<file path="config.mk">
export PLATFORM = sky130hd
export DESIGN_NAME = glyph_pixel_writer_unit
export DESIGN_NICKNAME = d
export VERILOG_FILES = /design/src/gpw_pkg.sv /design/src/glyph_pixel_writer_unit.sv /design/src/gpw_cfg_regs.sv /design/src/gpw_scanner.sv /design/src/gpw_addr_pipe.sv /design/src/gpw_result_merge.sv
export SDC_FILE = /design/constraint.sdc
export NUM_CORES = 2
export LEC_CHECK = 0
export ABC_AREA = 1
export ABC_CLOCK_PERIOD_IN_PS = 12800
export BUFFER_PORTS_ARGS = -buffer_cell sky130_fd_sc_hd__buf_2
export CAP_MARGIN = 0
export CELL_PAD_IN_SITES_DETAIL_PLACEMENT = 1
export CELL_PAD_IN_SITES_GLOBAL_PLACEMENT = 2
export CORE_UTILIZATION = 35
export DETAILED_ROUTE_END_ITERATION = 12
export HOLD_SLACK_MARGIN = 0.03
export PLACE_DENSITY = 0.78
export SLEW_MARGIN = 15
export SYNTH_ARGS = -nofsm -noshare
export SYNTH_HDL_FRONTEND = slang
export SYNTH_SLANG_ARGS = --single-unit
</file>
<file path="constraint.sdc">
create_clock -name clk -period 12.8 [get_ports clk]
set_clock_uncertainty 0.1 [all_clocks]
set_input_delay 1.28 -clock clk [delete_from_list [all_inputs] [get_ports clk]]
set_output_delay 1.28 -clock clk [all_outputs]
set_load 0.03 [all_outputs]
</file>
<file path="src/gpw_pkg.sv">
package gpw_pkg;

    // glyph cell geometry
    localparam int GLYPH_ROWS = 7;
    localparam int GLYPH_COLS = 5;
    localparam int GLYPH_BITS = GLYPH_ROWS * GLYPH_COLS;
    localparam int FONT_LISTED = 27;

    localparam logic [7:0] CODE_FIRST = 8'd32;
    localparam logic [7:0] CODE_LAST = 8'd126;

    // scan step counter: 0..GLYPH_BITS-1 are pixels, GLYPH_BITS is the end mark
    localparam int STEP_W = $clog2(GLYPH_BITS + 1);
    localparam logic [STEP_W-1:0] STEP_END = STEP_W'(GLYPH_BITS);
    localparam logic [2:0] COL_LAST = 3'(GLYPH_COLS - 1);

    localparam logic [5:0] PIXEL_BITS_WRITE = 6'd32;

    // register map, byte address 4*index
    localparam int PADDR_W = 5;
    localparam logic [2:0] REG_SCREEN_WIDTH = 3'd0;
    localparam logic [2:0] REG_SCREEN_HEIGHT = 3'd1;
    localparam logic [2:0] REG_PAN_X = 3'd2;
    localparam logic [2:0] REG_PAN_Y = 3'd3;
    localparam logic [2:0] REG_LINE_BYTES = 3'd4;
    localparam logic [2:0] REG_PIXEL_BITS = 3'd5;

    typedef struct packed {
        logic [7:0]  char_code;
        logic [15:0] pos_x;
        logic [15:0] pos_y;
        logic [31:0] colour;
    } gpw_in_t;

    typedef struct packed {
        logic        write_enable;
        logic [31:0] pixel_address;
        logic [31:0] pixel_value;
        logic        status;
        logic        last;
    } gpw_out_t;

    typedef struct packed {
        logic [15:0] screen_width;
        logic [15:0] screen_height;
        logic [15:0] pan_x;
        logic [15:0] pan_y;
        logic [17:0] line_bytes;
        logic [5:0]  pixel_bits;
    } gpw_cfg_t;

    // one scan step leaving the scanner
    typedef struct packed {
        logic        bit_set;
        logic        end_mark;
        logic        unsup;
        logic [16:0] x;
        logic [16:0] y;
        logic [31:0] colour;
    } gpw_op_t;

    // one scan step at the end of the address pipeline
    typedef struct packed {
        logic        vis;
        logic        end_mark;
        logic        unsup;
        logic [31:0] prod;
        logic [19:0] xoff;
        logic [31:0] colour;
    } gpw_wr_t;

    // glyphs for codes 32.., row 0 in the top five bits, msb of a row is the left column
    localparam logic [GLYPH_BITS-1:0] FONT_ROM [FONT_LISTED] = '{
        {5'h00, 5'h00, 5'h00, 5'h00, 5'h00, 5'h00, 5'h00},
        {5'h04, 5'h04, 5'h04, 5'h04, 5'h00, 5'h04, 5'h00},
        {5'h0A, 5'h0A, 5'h0A, 5'h00, 5'h00, 5'h00, 5'h00},
        {5'h0A, 5'h1F, 5'h0A, 5'h1F, 5'h0A, 5'h00, 5'h00},
        {5'h04, 5'h0E, 5'h05, 5'h0E, 5'h14, 5'h0E, 5'h04},
        {5'h18, 5'h19, 5'h02, 5'h04, 5'h08, 5'h13, 5'h03},
        {5'h0C, 5'h12, 5'h0C, 5'h12, 5'h11, 5'h0E, 5'h00},
        {5'h04, 5'h04, 5'h00, 5'h00, 5'h00, 5'h00, 5'h00},
        {5'h02, 5'h04, 5'h08, 5'h08, 5'h08, 5'h04, 5'h02},
        {5'h08, 5'h04, 5'h02, 5'h02, 5'h02, 5'h04, 5'h08},
        {5'h00, 5'h04, 5'h15, 5'h0E, 5'h15, 5'h04, 5'h00},
        {5'h00, 5'h04, 5'h04, 5'h1F, 5'h04, 5'h04, 5'h00},
        {5'h00, 5'h00, 5'h00, 5'h00, 5'h04, 5'h04, 5'h08},
        {5'h00, 5'h00, 5'h00, 5'h1F, 5'h00, 5'h00, 5'h00},
        {5'h00, 5'h00, 5'h00, 5'h00, 5'h00, 5'h04, 5'h00},
        {5'h00, 5'h01, 5'h02, 5'h04, 5'h08, 5'h10, 5'h00},
        {5'h0E, 5'h11, 5'h13, 5'h15, 5'h19, 5'h11, 5'h0E},
        {5'h04, 5'h0C, 5'h04, 5'h04, 5'h04, 5'h04, 5'h1F},
        {5'h0E, 5'h11, 5'h01, 5'h0E, 5'h10, 5'h10, 5'h1F},
        {5'h1F, 5'h01, 5'h01, 5'h0E, 5'h01, 5'h11, 5'h0E},
        {5'h02, 5'h06, 5'h0A, 5'h12, 5'h1F, 5'h02, 5'h02},
        {5'h1F, 5'h10, 5'h10, 5'h1E, 5'h01, 5'h11, 5'h0E},
        {5'h0E, 5'h11, 5'h10, 5'h1E, 5'h11, 5'h11, 5'h0E},
        {5'h1F, 5'h01, 5'h02, 5'h04, 5'h08, 5'h08, 5'h08},
        {5'h0E, 5'h11, 5'h11, 5'h0E, 5'h11, 5'h11, 5'h0E},
        {5'h0E, 5'h11, 5'h11, 5'h0F, 5'h01, 5'h11, 5'h0E},
        {5'h00, 5'h04, 5'h00, 5'h00, 5'h00, 5'h04, 5'h00}
    };

    function automatic logic code_unsupported(input logic [7:0] code);
        return (code < CODE_FIRST) || (code > CODE_LAST);
    endfunction

    // glyph lookup for a supported code; unlisted glyphs are blank
    function automatic logic [GLYPH_BITS-1:0] font_glyph(input logic [7:0] code);
        logic [7:0] entry;
        entry = code - CODE_FIRST;
        if (entry < 8'(FONT_LISTED))
            return FONT_ROM[entry[4:0]];
        else
            return '0;
    endfunction

endpackage

</file>
<file path="src/glyph_pixel_writer_unit.sv">
// channel  | direction | handshake             | payload
// ---------+-----------+-----------------------+------------------------------
// in       | in        | in_valid / in_stall   | gpw_in_t: code, x, y, colour
// out      | out       | out_valid / out_stall | gpw_out_t: one write or marker
// config   | in        | apb psel/penable      | six registers at 4*index
//
// a supported character holds the scanner for one step per glyph bit
// (7 rows of 5) plus one end step; an unsupported code takes only the end step.
// the marker or final write is registered once the end step has passed the three
// address stages and the output register; each earlier write waits in the
// hold-back register until the next drawn bit or the end step catches up.
// rst_n clears all valid bits and loads the register reset values.
// while a result waits under out_stall the pipeline and the scanner hold.
module glyph_pixel_writer_unit
    import gpw_pkg::*;
(
    input  logic               clk,
    input  logic               rst_n,
    input  logic               in_valid,
    output logic               in_stall,
    input  gpw_in_t            in_data,
    output logic               out_valid,
    input  logic               out_stall,
    output gpw_out_t           out_data,
    input  logic               psel,
    input  logic               penable,
    input  logic               pwrite,
    input  logic [PADDR_W-1:0] paddr,
    input  logic [31:0]        pwdata,
    output logic [31:0]        prdata,
    output logic               pready
);

    gpw_cfg_t cfg;
    logic     adv;
    logic     op_valid;
    gpw_op_t  op;
    logic     wr_valid;
    gpw_wr_t  wr;

    // configuration registers
    gpw_cfg_regs u_cfg (
        .clk     (clk),
        .rst_n   (rst_n),
        .psel    (psel),
        .penable (penable),
        .pwrite  (pwrite),
        .paddr   (paddr),
        .pwdata  (pwdata),
        .prdata  (prdata),
        .pready  (pready),
        .cfg     (cfg)
    );

    // glyph fetch and bit scan
    gpw_scanner u_scan (
        .clk      (clk),
        .rst_n    (rst_n),
        .in_valid (in_valid),
        .in_stall (in_stall),
        .in_data  (in_data),
        .adv      (adv),
        .op_valid (op_valid),
        .op       (op)
    );

    // visibility and address pipeline
    gpw_addr_pipe u_addr (
        .clk      (clk),
        .rst_n    (rst_n),
        .cfg      (cfg),
        .adv      (adv),
        .op_valid (op_valid),
        .op       (op),
        .wr_valid (wr_valid),
        .wr       (wr)
    );

    // last flag, empty markers and output register
    gpw_result_merge u_merge (
        .clk       (clk),
        .rst_n     (rst_n),
        .wr_valid  (wr_valid),
        .wr        (wr),
        .adv       (adv),
        .out_valid (out_valid),
        .out_stall (out_stall),
        .out_data  (out_data)
    );

endmodule

</file>
<file path="src/gpw_cfg_regs.sv">
module gpw_cfg_regs
    import gpw_pkg::*;
(
    input  logic               clk,
    input  logic               rst_n,
    input  logic               psel,
    input  logic               penable,
    input  logic               pwrite,
    input  logic [PADDR_W-1:0] paddr,
    input  logic [31:0]        pwdata,
    output logic [31:0]        prdata,
    output logic               pready,
    output gpw_cfg_t           cfg
);

    gpw_cfg_t   cfg_reg;
    logic       wr_en;
    logic [2:0] reg_index;

    assign pready = 1'b1;
    assign wr_en = psel && penable && pwrite;
    assign reg_index = paddr[4:2];
    assign cfg = cfg_reg;

    // register writes
    always_ff @(posedge clk or negedge rst_n)
    begin
        if (!rst_n)
        begin
            cfg_reg.screen_width <= 16'd640;
            cfg_reg.screen_height <= 16'd480;
            cfg_reg.pan_x <= 16'd0;
            cfg_reg.pan_y <= 16'd0;
            cfg_reg.line_bytes <= 18'd2560;
            cfg_reg.pixel_bits <= 6'd32;
        end
        else if (wr_en)
        begin
            unique case (reg_index)
                REG_SCREEN_WIDTH:  cfg_reg.screen_width <= pwdata[15:0];
                REG_SCREEN_HEIGHT: cfg_reg.screen_height <= pwdata[15:0];
                REG_PAN_X:         cfg_reg.pan_x <= pwdata[15:0];
                REG_PAN_Y:         cfg_reg.pan_y <= pwdata[15:0];
                REG_LINE_BYTES:    cfg_reg.line_bytes <= pwdata[17:0];
                REG_PIXEL_BITS:    cfg_reg.pixel_bits <= pwdata[5:0];
                default:           ;
            endcase
        end
    end

    // read mux
    always_comb
    begin
        unique case (reg_index)
            REG_SCREEN_WIDTH:  prdata = {16'd0, cfg_reg.screen_width};
            REG_SCREEN_HEIGHT: prdata = {16'd0, cfg_reg.screen_height};
            REG_PAN_X:         prdata = {16'd0, cfg_reg.pan_x};
            REG_PAN_Y:         prdata = {16'd0, cfg_reg.pan_y};
            REG_LINE_BYTES:    prdata = {14'd0, cfg_reg.line_bytes};
            REG_PIXEL_BITS:    prdata = {26'd0, cfg_reg.pixel_bits};
            default:           prdata = 32'd0;
        endcase
    end

endmodule

</file>
<file path="src/gpw_scanner.sv">
module gpw_scanner
    import gpw_pkg::*;
(
    input  logic    clk,
    input  logic    rst_n,
    input  logic    in_valid,
    output logic    in_stall,
    input  gpw_in_t in_data,
    input  logic    adv,
    output logic    op_valid,
    output gpw_op_t op
);

    logic                  busy_reg;
    logic [STEP_W-1:0]     step_reg;
    logic [2:0]            col_reg;
    logic [2:0]            row_reg;
    logic [GLYPH_BITS-1:0] glyph_reg;
    logic                  unsup_reg;
    logic [15:0]           pos_x_reg;
    logic [15:0]           pos_y_reg;
    logic [31:0]           colour_reg;

    logic at_end;
    logic free;
    logic accept;
    logic unsup_in;

    assign at_end = (step_reg == STEP_END);
    assign free = !busy_reg || (at_end && adv);
    assign in_stall = !free;
    assign accept = in_valid && free;
    assign unsup_in = code_unsupported(in_data.char_code);

    // current scan step
    assign op_valid = busy_reg;
    assign op.bit_set = glyph_reg[GLYPH_BITS-1] && !at_end;
    assign op.end_mark = at_end;
    assign op.unsup = unsup_reg;
    assign op.x = {1'b0, pos_x_reg} + {14'd0, col_reg};
    assign op.y = {1'b0, pos_y_reg} + {14'd0, row_reg};
    assign op.colour = colour_reg;

    // control: busy flag and step counter
    always_ff @(posedge clk or negedge rst_n)
    begin
        if (!rst_n)
        begin
            busy_reg <= 1'b0;
            step_reg <= '0;
            col_reg <= '0;
            row_reg <= '0;
        end
        else if (accept)
        begin
            busy_reg <= 1'b1;
            step_reg <= unsup_in ? STEP_END : '0;
            col_reg <= '0;
            row_reg <= '0;
        end
        else if (busy_reg && adv)
        begin
            if (at_end)
            begin
                busy_reg <= 1'b0;
            end
            else
            begin
                step_reg <= step_reg + STEP_W'(1);
                if (col_reg == COL_LAST)
                begin
                    col_reg <= '0;
                    row_reg <= row_reg + 3'd1;
                end
                else
                begin
                    col_reg <= col_reg + 3'd1;
                end
            end
        end
    end

    // character payload and glyph shift register
    always_ff @(posedge clk)
    begin
        if (accept)
        begin
            glyph_reg <= unsup_in ? '0 : font_glyph(in_data.char_code);
            unsup_reg <= unsup_in;
            pos_x_reg <= in_data.pos_x;
            pos_y_reg <= in_data.pos_y;
            colour_reg <= in_data.colour;
        end
        else if (busy_reg && adv)
        begin
            glyph_reg <= {glyph_reg[GLYPH_BITS-2:0], 1'b0};
        end
    end

endmodule

</file>
<file path="src/gpw_addr_pipe.sv">
module gpw_addr_pipe
    import gpw_pkg::*;
(
    input  logic     clk,
    input  logic     rst_n,
    input  gpw_cfg_t cfg,
    input  logic     adv,
    input  logic     op_valid,
    input  gpw_op_t  op,
    output logic     wr_valid,
    output gpw_wr_t  wr
);

    // stage 1: registered scan step
    logic    s1_valid_reg;
    gpw_op_t s1_reg;

    // stage 2: visibility and panned coordinates
    logic        s2_valid_reg;
    logic        s2_vis_reg;
    logic        s2_end_reg;
    logic        s2_unsup_reg;
    logic [17:0] s2_ax_reg;
    logic [17:0] s2_ay_reg;
    logic [31:0] s2_colour_reg;
    logic        vis_next;

    // stage 3: row product and column offset
    logic        s3_valid_reg;
    gpw_wr_t     s3_reg;
    logic [35:0] row_prod;

    assign vis_next = s1_reg.bit_set
        && (s1_reg.x < {1'b0, cfg.screen_width})
        && (s1_reg.y < {1'b0, cfg.screen_height})
        && (cfg.pixel_bits == PIXEL_BITS_WRITE);

    assign row_prod = {18'd0, s2_ay_reg} * {18'd0, cfg.line_bytes};

    // valid bits
    always_ff @(posedge clk or negedge rst_n)
    begin
        if (!rst_n)
        begin
            s1_valid_reg <= 1'b0;
            s2_valid_reg <= 1'b0;
            s3_valid_reg <= 1'b0;
        end
        else if (adv)
        begin
            s1_valid_reg <= op_valid;
            s2_valid_reg <= s1_valid_reg;
            s3_valid_reg <= s2_valid_reg;
        end
    end

    // stage payloads
    always_ff @(posedge clk)
    begin
        if (adv)
        begin
            s1_reg <= op;

            s2_vis_reg <= vis_next;
            s2_end_reg <= s1_reg.end_mark;
            s2_unsup_reg <= s1_reg.unsup;
            s2_ax_reg <= {1'b0, s1_reg.x} + {2'b00, cfg.pan_x};
            s2_ay_reg <= {1'b0, s1_reg.y} + {2'b00, cfg.pan_y};
            s2_colour_reg <= s1_reg.colour;

            // four bytes per pixel whenever a write is made
            s3_reg.vis <= s2_vis_reg;
            s3_reg.end_mark <= s2_end_reg;
            s3_reg.unsup <= s2_unsup_reg;
            s3_reg.prod <= row_prod[31:0];
            s3_reg.xoff <= {s2_ax_reg, 2'b00};
            s3_reg.colour <= s2_colour_reg;
        end
    end

    assign wr_valid = s3_valid_reg;
    assign wr = s3_reg;

endmodule

</file>
<file path="src/gpw_result_merge.sv">
module gpw_result_merge
    import gpw_pkg::*;
(
    input  logic     clk,
    input  logic     rst_n,
    input  logic     wr_valid,
    input  gpw_wr_t  wr,
    output logic     adv,
    output logic     out_valid,
    input  logic     out_stall,
    output gpw_out_t out_data
);

    // one write held back until it is known whether it is the final one
    logic        pend_valid_reg;
    logic        pend_valid_next;
    logic [31:0] pend_addr_reg;
    logic [31:0] pend_value_reg;
    logic        pend_load;

    logic        out_valid_reg;
    logic        out_valid_next;
    gpw_out_t    out_reg;
    gpw_out_t    out_next;
    logic [31:0] addr;

    assign adv = !out_valid_reg || !out_stall;
    assign addr = wr.prod + {12'd0, wr.xoff};

    // result selection
    always_comb
    begin
        out_valid_next = 1'b0;
        pend_valid_next = pend_valid_reg;
        pend_load = 1'b0;
        out_next = '{write_enable: pend_valid_reg, pixel_address: pend_addr_reg,
                     pixel_value: pend_value_reg, status: 1'b0, last: 1'b0};
        if (wr_valid)
        begin
            if (wr.end_mark)
            begin
                out_valid_next = 1'b1;
                pend_valid_next = 1'b0;
                out_next.last = 1'b1;
                if (wr.unsup || !pend_valid_reg)
                begin
                    out_next.write_enable = 1'b0;
                    out_next.pixel_address = 32'd0;
                    out_next.pixel_value = 32'd0;
                    out_next.status = wr.unsup;
                end
            end
            else if (wr.vis)
            begin
                out_valid_next = pend_valid_reg;
                pend_valid_next = 1'b1;
                pend_load = 1'b1;
            end
        end
    end

    // control
    always_ff @(posedge clk or negedge rst_n)
    begin
        if (!rst_n)
        begin
            out_valid_reg <= 1'b0;
            pend_valid_reg <= 1'b0;
        end
        else if (adv)
        begin
            out_valid_reg <= out_valid_next;
            pend_valid_reg <= pend_valid_next;
        end
    end

    // payload
    always_ff @(posedge clk)
    begin
        if (adv)
        begin
            out_reg <= out_next;
            if (pend_load)
            begin
                pend_addr_reg <= addr;
                pend_value_reg <= wr.colour;
            end
        end
    end

    assign out_valid = out_valid_reg;
    assign out_data = out_reg;

endmodule
</file>
==> results.ini <==
[synth]
synth-edff-count=456
netlist_top_cells_area=edfxtp_1 (38%), fa_1 (14%), nand2_1 (9.2%)
ys_ff_latch=562
ys_types=56
synth.yosys.seq_area_share_pct=45.9
yosysTopAreaCellShare_pct=38.4
avgSynthCellArea_um2=9.66
yosysTopAreaCell=edfxtp_1
yosys_warnings=0
syn_area_mm2=0.0356
synth_commonest_cells=nand2_1 (874), inv_1 (772), edfxtp_1 (456), fa_1 (256), nor2_1 (229)
yosysMostFrequentCell=nand2_1
synth-async-reset-ratio_pct=18.9
synth_cells=3689
synth-main-ff-cell=edfxtp_1

[setup_path]
setup.worst_path.class=flop to flop
end_kind=flop
cp_max_fo=20
critical_path_required_ns=13.06
cp-startpoint=u_cfg.cfg[10]
arrival_ns=6.78
crit_path_start_kind=flop
r2r_start=u_cfg.cfg[10]
r2r.worst_path.cells=17

[cts]
cts_setup_buffers=0
cts.sinks=562
clk_pin_slew_ns=0.06
cts_max_level=3
insertion_delay_ns=0.63
clockBufferDepth=3
cts_tree=yes
postCtsHoldBufs=0
numCtsBuffers=67
cts_resized=0
cts_root_buffer=clkbuf_16

[drt]
met3_length_um=3990
dr.pass1.iters=5
finalWirelength_um=94700
wl_met2_um=45300
post_drt_wl_per_cell_um=18.0
drc_errors=0
drt_iter0_markers=1218
vias=24893
routed.top_layer=met5
wl_met1_um=43200
drtAntennaViolNets=0
viasPerCell=4.73

[sta]
rsz0062_at_grt=false
worst_pin_slew_ns=1.10
setup_violations=0
fmax_mhz=153
finalSetupTns_ns=0
timing.final.crit_share_pct=50.9
slew_viol_final=0
slew_headroom_pct=26.6
finalWorstSetupSlack_ns=6.28
min_period_ns=6.52
hold_viol_final=0

[floorplan]
die_w_um=321
rows=116
pin_count=218
initial_utilization_pct=35.5
dieArea_mm2=0.103
die_y_um=321
coreArea_mm2=0.100

[final_layout]
antennaDiodeCount=0
regArea_mm2=0.0164
utilization_pct=39.9
largest_register_ffs=88
areaGrowthSynthToFinish_pct=12.5
layout-drive-gt1-share_pct=8.97
fin_cells=5259
n_fill_cell=11548
multiInputGateArea_mm2=0.0158
nets=4412

[placed_design]
dpl_worst_slack_ns=6.32
place_inst=5140
gp_congestion=0.872
portBuffers=186
hpwlAfterDp_um=71800

[hold_path]
min_from=u_scan.colour_reg[4]
hold_depth=0
hp-class=flop to flop

[global_routing]
grt_pass1_wl_um=149000
grt.overflow.total=0
grt_pass1_vias=26478
grt_max_degree=86
grt.total_usage_pct=18.7
antenna_found_initial=1

[outcome]
status=finished clean

[run]
drv_cap=0

==> cells in the final DEF, fill, tap and decap left out, types with 11 or more instances in the layout <==
master,instances
a21oi_1,125
a22oi_1,11
buf_2,185
buf_4,28
clkbuf_1,13
clkbuf_16,69
conb_1,15
dfrtp_1,97
edfxtp_1,456
fa_1,256
ha_1,188
inv_1,772
nand2_1,873
nand3_1,111
nand4_1,33
nor2_1,228
nor3_1,29
o2111ai_1,16
o21ai_0,154
xnor2_1,27
xor2_1,68
==> worst max-delay path, stage by stage (launching register included) <==
cell	delay, ns
dfrtp_1	1.02
nand2_1	0.19
fa_1	0.55
fa_1	0.55
fa_1	0.52
inv_1	0.05
fa_1	0.47
fa_1	0.53
inv_1	0.05
fa_1	0.56
inv_1	0.07
ha_1	0.37
a21oi_1	0.37
o21ai_0	0.23
o21ai_0	0.35
nand3_1	0.11
nand2_1	0.08
nand2_1	0.06
==> through the flow <==
stage / hold slack (ns) / cell area (um^2)
detailed placement: 0.305 / 37900
finish: 0.306 / 40100
floorplan: 0.300 / 35700
global route: 0.319 / 40100
CTS: 0.313 / 40100
global placement: 0.300 / 37900
==> area by class of cell <==
class / instances / area share, %
Inverter: 776 / 7.27
Clock inverter: 32 / 0.852
Sequential cell: 562 / 40.8
Multi-Input combinational cell: 2232 / 39.4
Tap cell: 1357 / 4.23
Clock buffer: 87 / 4.60
Timing Repair Buffer: 213 / 2.83
==> path summary, 6_finish.rpt <==
path	slack [ns]	end
setup / recovery	6.28	u_addr.wr[81]
hold / removal	0.31	u_addr.s1_reg[4]
setup reg to reg	6.28	u_addr.wr[81]
hold reg to reg	0.31	u_addr.s1_reg[4]
max in group asynchronous	10.74	u_cfg.cfg[41]
min in group asynchronous	0.63	u_scan.row_reg[2]
==> logic make-up (layout without fill, tap and decap cells) <==
| group | Yosys count | after routing | synth area share [%] |
|---|---|---|---|
| simple gates | 1307 | 1307 | 14.9 |
| buf+inv | 908 | 1108 | 9.93 |
| flops | 562 | 562 | 45.9 |
| fa+ha+maj | 444 | 444 | 21.0 |
| compound gates | 371 | 371 | 5.94 |
| xor+xnor | 95 | 95 | 2.34 |
| other cells | 2 | 15 | 0.0211 |
==> per-layer routing <==
metal	global-route usage, %	vias to the layer above
met5	0	-
met4	5.27	2
met3	3.32	134
met2	31.5	437
met1	24.6	12411
li1	-	11909
Power is left out: the tool's default activity adds up to more than one toggle a clock period on the data nets, which glitch-free logic cannot reach.
